==> src/rtl/u8sv_pkg.sv <==
// types and constants shared by the utf-8 stream validator
`timescale 1ns / 1ps
`default_nettype none
package u8sv_pkg;

  typedef struct packed {
    logic [7:0] data_byte;
    logic       last;
  } in_item_t;

  typedef struct packed {
    logic        valid_res;
    logic [2:0]  error_kind;
    logic [15:0] error_position;
  } out_item_t;

  typedef enum logic [2:0] {
    KIND_NONE      = 3'd0,
    KIND_ZERO      = 3'd1,
    KIND_BAD_LEAD  = 3'd2,
    KIND_TRUNCATED = 3'd3,
    KIND_BAD_CONT  = 3'd4,
    KIND_OVERLONG  = 3'd5,
    KIND_ABOVE_MAX = 3'd6,
    KIND_SURROGATE = 3'd7
  } err_kind_t;

  // minimum decoded value class of an open sequence
  localparam logic [1:0] CLASS_MIN_80    = 2'd0;
  localparam logic [1:0] CLASS_MIN_800   = 2'd1;
  localparam logic [1:0] CLASS_MIN_10000 = 2'd2;

  localparam logic [7:0] ASCII_TOP = 8'h7f;
  localparam logic [7:0] LEAD2_LO  = 8'hc2;
  localparam logic [7:0] LEAD2_HI  = 8'hdf;
  localparam logic [7:0] LEAD3_LO  = 8'he0;
  localparam logic [7:0] LEAD3_HI  = 8'hef;
  localparam logic [7:0] LEAD4_LO  = 8'hf0;
  localparam logic [7:0] LEAD4_HI  = 8'hf4;
  localparam logic [1:0] CONT_TAG  = 2'b10;

  localparam logic [20:0] MIN_2B   = 21'h00080;
  localparam logic [20:0] MIN_3B   = 21'h00800;
  localparam logic [20:0] MIN_4B   = 21'h10000;
  localparam logic [20:0] CODE_MAX = 21'h10ffff;
  localparam logic [20:0] SURR_LO  = 21'h0d800;
  localparam logic [20:0] SURR_HI  = 21'h0dfff;

endpackage
`default_nettype wire

==> src/rtl/utf8_stream_validator.sv <==
// utf8_stream_validator: strict utf-8 check of a byte string, verdict on its last byte
//
// input channel: one byte per transaction (in_item.data_byte) with in_item.last set on
// the final byte of a string. every string has at least one byte.
// result channel: one transaction per string, issued for its last byte: valid_res,
// the kind of the first error and its byte index (0 and 0 when the string is clean).
// a last byte is held in the input register, then the decode/state update writes the
// result register. throughput: one byte per cycle while in_stall is low; the sequence
// state update is a single pass of narrow compares and a 21-bit range check between the
// input and result registers.
// a stalled result holds in the output register; bytes that do not end a string keep
// flowing past it, and only a last byte waits in the input register for it to drain.
// in_stall rises only while the input register holds a byte it cannot pass on.
// reset (rst_n low, synchronous) empties both registers and clears the sequence,
// error and position state; no clearing pass is needed.
// byte positions count modulo 2**POSITION_BITS; error_position shows the low 16 bits.
`timescale 1ns / 1ps
`default_nettype none
module utf8_stream_validator #(
  parameter int POSITION_BITS = 16
) (
  input  wire                  clk,
  input  wire                  rst_n,
  input  wire                  in_valid,
  output logic                 in_stall,
  input  wire u8sv_pkg::in_item_t in_item,
  output logic                 out_valid,
  input  wire                  out_stall,
  output u8sv_pkg::out_item_t  out_item
);

  localparam logic [POSITION_BITS-1:0] POS_ONE = {{(POSITION_BITS-1){1'b0}}, 1'b1};

  // input register
  logic                in_valid_r;
  u8sv_pkg::in_item_t  in_item_r;

  // sequence and error state
  logic [1:0]               pend_r, pend_nxt;
  logic [20:0]              code_r, code_nxt;
  logic [1:0]               class_r, class_nxt;
  logic                     err_r, err_nxt;
  u8sv_pkg::err_kind_t      kind_r, kind_nxt;
  logic [POSITION_BITS-1:0] epos_r, epos_nxt;
  logic [POSITION_BITS-1:0] bpos_r, bpos_nxt;

  // result register
  logic                 out_valid_r;
  u8sv_pkg::out_item_t  out_item_r, out_item_nxt;

  logic out_free;
  logic proc_go;
  logic [15:0] epos_16;

  assign out_free = !out_valid_r || !out_stall;
  // a byte that ends a string needs room in the result register
  assign proc_go  = in_valid_r && (!in_item_r.last || out_free);
  assign in_stall = in_valid_r && !proc_go;

  always_ff @(posedge clk) begin
    if (!rst_n) begin
      in_valid_r <= 1'b0;
    end else if (!in_stall) begin
      in_valid_r <= in_valid;
    end
  end

  always_ff @(posedge clk) begin
    if (!in_stall && in_valid) begin
      in_item_r <= in_item;
    end
  end

  always_comb begin
    logic [7:0]  b;
    logic [20:0] shifted;
    logic [20:0] lowest;
    logic        rec;
    u8sv_pkg::err_kind_t rec_kind;

    b         = in_item_r.data_byte;
    shifted   = {code_r[14:0], b[5:0]};
    lowest    = u8sv_pkg::MIN_2B;
    rec       = 1'b0;
    rec_kind  = u8sv_pkg::KIND_NONE;
    pend_nxt  = pend_r;
    code_nxt  = code_r;
    class_nxt = class_r;

    case (class_r)
      u8sv_pkg::CLASS_MIN_800:   lowest = u8sv_pkg::MIN_3B;
      u8sv_pkg::CLASS_MIN_10000: lowest = u8sv_pkg::MIN_4B;
      default:                   lowest = u8sv_pkg::MIN_2B;
    endcase

    if (!err_r) begin
      if (pend_r != 2'd0) begin
        if (b[7:6] != u8sv_pkg::CONT_TAG) begin
          rec      = 1'b1;
          rec_kind = u8sv_pkg::KIND_BAD_CONT;
        end else begin
          code_nxt = shifted;
          pend_nxt = pend_r - 2'd1;
          // sequence complete: range checks on the decoded value
          if (pend_r == 2'd1) begin
            if (shifted < lowest) begin
              rec      = 1'b1;
              rec_kind = u8sv_pkg::KIND_OVERLONG;
            end else if (shifted > u8sv_pkg::CODE_MAX) begin
              rec      = 1'b1;
              rec_kind = u8sv_pkg::KIND_ABOVE_MAX;
            end else if (shifted >= u8sv_pkg::SURR_LO && shifted <= u8sv_pkg::SURR_HI) begin
              rec      = 1'b1;
              rec_kind = u8sv_pkg::KIND_SURROGATE;
            end
          end
        end
      end else if (b == 8'd0) begin
        rec      = 1'b1;
        rec_kind = u8sv_pkg::KIND_ZERO;
      end else if (b <= u8sv_pkg::ASCII_TOP) begin
        pend_nxt = 2'd0;
      end else if (b >= u8sv_pkg::LEAD2_LO && b <= u8sv_pkg::LEAD2_HI) begin
        pend_nxt  = 2'd1;
        code_nxt  = {16'd0, b[4:0]};
        class_nxt = u8sv_pkg::CLASS_MIN_80;
      end else if (b >= u8sv_pkg::LEAD3_LO && b <= u8sv_pkg::LEAD3_HI) begin
        pend_nxt  = 2'd2;
        code_nxt  = {17'd0, b[3:0]};
        class_nxt = u8sv_pkg::CLASS_MIN_800;
      end else if (b >= u8sv_pkg::LEAD4_LO && b <= u8sv_pkg::LEAD4_HI) begin
        pend_nxt  = 2'd3;
        code_nxt  = {18'd0, b[2:0]};
        class_nxt = u8sv_pkg::CLASS_MIN_10000;
      end else begin
        rec      = 1'b1;
        rec_kind = u8sv_pkg::KIND_BAD_LEAD;
      end
    end

    // open sequence at the end of the string
    if (in_item_r.last && !err_r && !rec && pend_nxt != 2'd0) begin
      rec      = 1'b1;
      rec_kind = u8sv_pkg::KIND_TRUNCATED;
    end

    err_nxt  = err_r;
    kind_nxt = kind_r;
    epos_nxt = epos_r;
    if (rec) begin
      err_nxt  = 1'b1;
      kind_nxt = rec_kind;
      epos_nxt = bpos_r;
    end
    bpos_nxt = bpos_r + POS_ONE;
  end

  generate
    if (POSITION_BITS >= 16) begin : g_pos_trunc
      assign epos_16 = epos_nxt[15:0];
    end else begin : g_pos_ext
      assign epos_16 = {{(16-POSITION_BITS){1'b0}}, epos_nxt};
    end
  endgenerate

  always_comb begin
    out_item_nxt.valid_res      = !err_nxt;
    out_item_nxt.error_kind     = err_nxt ? kind_nxt : u8sv_pkg::KIND_NONE;
    out_item_nxt.error_position = err_nxt ? epos_16 : 16'd0;
  end

  always_ff @(posedge clk) begin
    if (!rst_n) begin
      pend_r  <= 2'd0;
      code_r  <= 21'd0;
      class_r <= u8sv_pkg::CLASS_MIN_80;
      err_r   <= 1'b0;
      kind_r  <= u8sv_pkg::KIND_NONE;
      epos_r  <= '0;
      bpos_r  <= '0;
    end else if (proc_go) begin
      if (in_item_r.last) begin
        // verdict given, state returns to its start for the next string
        pend_r  <= 2'd0;
        code_r  <= 21'd0;
        class_r <= u8sv_pkg::CLASS_MIN_80;
        err_r   <= 1'b0;
        kind_r  <= u8sv_pkg::KIND_NONE;
        epos_r  <= '0;
        bpos_r  <= '0;
      end else begin
        pend_r  <= pend_nxt;
        code_r  <= code_nxt;
        class_r <= class_nxt;
        err_r   <= err_nxt;
        kind_r  <= kind_nxt;
        epos_r  <= epos_nxt;
        bpos_r  <= bpos_nxt;
      end
    end
  end

  always_ff @(posedge clk) begin
    if (!rst_n) begin
      out_valid_r <= 1'b0;
    end else if (proc_go && in_item_r.last) begin
      out_valid_r <= 1'b1;
    end else if (!out_stall) begin
      out_valid_r <= 1'b0;
    end
  end

  always_ff @(posedge clk) begin
    if (proc_go && in_item_r.last) begin
      out_item_r <= out_item_nxt;
    end
  end

  assign out_valid = out_valid_r;
  assign out_item  = out_item_r;

endmodule
`default_nettype wire

==> config.mk <==
export PLATFORM = sky130hd
export DESIGN_NAME = utf8_stream_validator
export DESIGN_NICKNAME = d
export VERILOG_FILES = /design/src/rtl/u8sv_pkg.sv /design/src/rtl/utf8_stream_validator.sv
export SDC_FILE = /design/constraint.sdc
export NUM_CORES = 1
export LEC_CHECK = 0
export BUFFER_PORTS_ARGS = -buffer_cell sky130_fd_sc_hd__buf_2
export CORE_MARGIN = 2
export CORE_UTILIZATION = 30
export CTS_CLUSTER_DIAMETER = 30
export CTS_CLUSTER_SIZE = 40
export DETAILED_ROUTE_END_ITERATION = 8
export PLACE_DENSITY_LB_ADDON = 0.12
export SYNTH_ARGS = -nofsm -noshare
export SYNTH_HDL_FRONTEND = slang
export SYNTH_SLANG_ARGS = --single-unit
==> constraint.sdc <==
create_clock -name clk -period 4.7 [get_ports clk]
set_clock_uncertainty 0.2 [all_clocks]
set_input_delay 0.705 -clock clk [delete_from_list [all_inputs] [get_ports clk]]
set_output_delay 0.705 -clock clk [all_outputs]
set_load 0.005 [all_outputs]
# [Word level (Yosys, flattened, before mapping)]
# Index checks and enable logic that the tools add are counted.
[classes] n_addsub=2 mul=0 div_mod_pow=0 magnitude_cmp=11 n_eq_ne=12 shift=0 n_mux=62 n_bitwise=0 reduce_logical=28
[op_table] cell="15-bit 2-to-1 mux" n=9
[op_table] cell="16-bit 2-to-1 mux" n=3
[op_table] cell="2-bit 2-to-1 mux" n=22
[op_table] cell="17-bit one-hot mux with 2 select lines" n=1
[op_table] cell="3-bit 2-to-1 mux" n=10
[op_table] cell="8-bit >= comparator (second input constant)" n=3
[op_table] cell="8-bit <= comparator (second input constant)" n=3
[op_table] cell="21-bit by 16-bit >= comparator with 1-bit output (second input constant)" n=1
[op_table] cell="21-bit greater-than comparator (second input constant)" n=1
[op_table] cell="21-bit by 16-bit <= comparator with 1-bit output (second input constant)" n=1
[op_table] cell="21-bit by 17-bit less-than comparator with 1-bit output" n=1
[op_table] cell="1-bit 2-to-1 mux" n=17
[op_table] cell="16-bit by 1-bit adder with 16-bit output (second input constant)" n=1
[op_table] cell="6-bit AND reduction" n=2
[op_table] cell="1-bit logical AND" n=11
[op_table] cell="2-bit inequality test (second input constant)" n=5
[op_table] cell="3-bit inequality test (second input constant)" n=3
[op_table] cell="8-bit by 7-bit <= comparator with 1-bit output (second input constant)" n=1
[op_table] cell="1-bit zero test" n=8
[op_table] cell="8-bit zero test" n=1
[op_table] cell="5-bit nonzero test" n=1
[op_table] cell="2-bit by 1-bit equality test with 1-bit output (second input constant)" n=2
[op_table] cell="2-bit nonzero test" n=2
[op_table] cell="4-bit nonzero test" n=1
[op_table] cell="other kinds (4)" n=5
[word_totals] register_bits=86 latch_bits=0 ramBits=0 mem_bits_ro=0 input_bits=13 output_inout_bits=22 word_cells=129 mem_count=0

# [Logic depth before layout (Yosys ltp)]
[depth] depth_word=15 mapped_depth=12 depth_no_buf=10

# [Least setup slack after synthesis]
# OpenSTA, ideal clock, no wires.
[synth_path] path_type="register to register" from="reg class_r[1]" to="reg out_item_r (netlist bit out_item[19]) (data pin)" setup_ps=266 arrival_time_ps=1949 path_slack_ps=2285 path_stages_with_launch=12 n_path_buf=1 period_less_slack_ps=2415 cell_sequence="dfxtp_1 -> inv_1 -> ha_1 -> inv_1 -> ha_1 -> or4_1 -> o21ai_1 -> nand4_1 -> a31o_2 -> o31ai_2 -> buf_2 -> nor2_1"
[synth_rtl] element="from (decl)" line="utf8_stream_validator.sv:41" source="logic [1:0] class_r, class_nxt;"
[synth_rtl] element="from (signal assigned)" line="utf8_stream_validator.sv:176" source="class_r <= u8sv_pkg::CLASS_MIN_80;"
[synth_rtl] element="from (signal assigned)" line="utf8_stream_validator.sv:186" source="class_r <= u8sv_pkg::CLASS_MIN_80;"
[synth_rtl] element="from (signal assigned)" line="utf8_stream_validator.sv:194" source="class_r <= class_nxt;"
[synth_rtl] element="to (signal assigned)" line="utf8_stream_validator.sv:215" source="out_item_r <= out_item_nxt;"
[synth_rtl] element="to (decl)" line="utf8_stream_validator.sv:49" source="u8sv_pkg::out_item_t out_item_r, out_item_nxt;"

==> results.cfg <==
[detailed_routing]
vias = 3316
drt_iter0_drc = 295
ant_nets = 0
drc = 0
firstDrtPassIters = 4
via_per_inst = 5.21
wl_mm = 10.4
route.detailed.wl_per_inst_um = 16.4

[pwr]
p_seq_frac = 0.511
p_leak_nw = 1.63
switchingPower_w = 0.000382
pwr-share-comb = 0.070
finalPower_w = 0.00156
clockPowerShare = 0.418
p_int_w = 0.00118
irDropWorstVdd_v = 0.000210
swShare = 0.245
power_density_nw_per_um2 = 326

[placed_design]
placed_area_um2 = 4520
place_hpwl_mm = 6.97
port_buffers = 34
gp_congestion = 0.858

[timing]
slew_headroom = 0.294
rsz0062_at_grt = no
setup_viol = 0
fin_crit_ps = 3310
period_share = 0.704
worstMarginPinSlew_ps = 1060
fin_hold_ws_ps = 268
tns_ps = 0
final-hold-violation-count = 0
timing.fmax_mhz = 302
drv_slew = 0

[synth]
syn_area_um2 = 4230
yosysTopAreaCell = dfxtp_1
ys_types = 59
synthArstFlopShare = 0
synth_common_cells = dfxtp_1 (57), nand2_1 (37), edfxtp_1 (29), nor2_1 (29), nand3_1 (26)
syn_avg_cell_area_um2 = 9.86
synthTopCellsByArea = dfxtp_1 (27%), edfxtp_1 (21%), nand4_1 (3.7%), a22o_1 (3.5%), nand2_1 (3.3%)
yosysMostFrequentCell = dfxtp_1
yosysSeqAreaShare = 0.476
synth_top_area_frac = 0.270
ys_seq_elements = 86
yosysWarnings = 0
syn-instance-count = 429
ys_dominant_reg_cell = dfxtp_1
synth-edff-count = 29
syn-num-nets = 449

[layout]
fillCellCount = 1414
drive_gt1_frac = 0.156
fin_nets = 471
regArea_um2 = 2010
diodes = 0
design_area_um2 = 4780
synthToLayoutAreaGrowth_pct = 13.1
multiInputGateArea_um2 = 2030

[clock_network]
cts_buffer_depth = 2
htree_levels = 3
cts_tree = done
holdBufCountCts = 0
cts-buffers-inserted = 9
clock_sinks = 86
clk-insertion-delay-late_ps = 340
clkTransAtPathRegs_ps = 60
post_cts_buffers = 0
cts-root-buf = clkbuf_16
cts_resized = 0

[global_routing]
globalRouteOverflowTotal = 0
grt_max_degree = 41
grt_use_total = 0.150
grt_pass1_wl_mm = 17.2
antenna_found_initial = 0
grt_pass1_vias = 3274

[die]
fp.dieArea_um2 = 15100
core_um2 = 13800
io_pins = 35
initial_core_util = 0.306
die_y_um = 123
rows = 43
dieWidth_um = 123

[worst_setup_path]
start_kind = register
setup.worst_path.start = pend_r[0]
endpoint_kind = register
crit_fanout = 16
r2r-start = pend_r[0]
critPathKind = register to register
critPathArrivalTime_ps = 3190
worstPathRequired_ps = 4580

[min_path]
worstHoldStart = code_r[13]
hp-class = register to register

[job]
maxCapViolations = 0

[run_status]
status = finished clean
power groups by stage:
| stage | clock network (W) | logic [W] | registers, W |
|---|---|---|---|
| 3_3_place_gp | 0 | 0.000110 | 0.000814 |
| 3_5_place_dp | 0 | 0.000110 | 0.000814 |
| 2_1_floorplan | 0 | 0.0000780 | 0.000808 |
| 4_1_cts | 0.000683 | 0.000111 | 0.000798 |
| 6_report | 0.000653 | 0.000110 | 0.000798 |
| 5_1_grt | 0.000708 | 0.000122 | 0.000800 |
cells by family (layout without fill, tap and decap cells):
kind of cell             Yosys count  in the layout  synth area share
multiplexers                       1              1           0.00237
flip-flops                        86             86             0.476
XOR/XNOR                          11             11            0.0228
buffers and inverters             40             67            0.0450
AND/OR/NAND/NOR                  167            167             0.211
adder cells (fa/ha/maj)            7              7            0.0207
AO/OA/AOI/OAI                    117            117             0.222
layout make-up:
cell class,count,share of cell area
multi-input cells,303,0.424
clock buffers,11,0.0487
flip-flops and latches,86,0.421
repair buffers,39,0.0434
clock inverters,5,0.00680
inverters,12,0.00942
well taps,180,0.0471
path summary, 6_finish.rpt:
kind | endpoint | slack [ps] | depth (start not counted)
hold reg to reg | code_r[13] | 270 | 2
setup / recovery | out_item[19] | 1390 | 9
setup reg to reg | out_item[19] | 1390 | 9
hold / removal | code_r[13] | 270 | 2
metal layers:
layer,vias to the layer above,track usage,routed length [um]
met2,57,0.259,5180
met1,1607,0.183,4690
met4,0,0.0438,116
met5,-,0,0
met3,10,0.0376,426
li1,1642,-,-
cells in the final DEF (no fill, tap or decap), drive strengths merged, types with 11 or more instances in the layout:
master and instances:
a21boi 34, a22o 17, buf 39, clkbuf 11, dfxtp 57, edfxtp 29, inv 13, nand2 37
nand3 26, nand4 25, nor2 29, o211ai 19, o21ai 13
sequential cells by signal, summed over array words and instances (netlist names):
name,count
err_r,1
bpos_r,16
epos_r,16
code_r,15
out_item,20
pend_r,2
out_valid,1
in_item_r,9
in_valid_r,1
kind_r,3
class_r,2
critical path: stages (launching register included):
cell and delay [ps]:
dfxtp_1 480, inv_1 100, ha_1 390, nor4b_1 540
a31oi_1 80, nand4_1 140, a211oi_1 90, o31ai_2 630
buf_4 340, nor2_1 60
stage by stage:
step / util / setup slack (ps) / std cells
2_1_floorplan: - / 2290 / 429
3_3_place_gp: 0.327 / 1450 / 620
3_5_place_dp: 0.327 / 1430 / 620
4_1_cts: 0.346 / 1450 / 636
5_1_grt: 0.346 / 1070 / 636
6_report: 0.346 / 1390 / 636
Note: power is estimated with default switching activity, not from simulation.
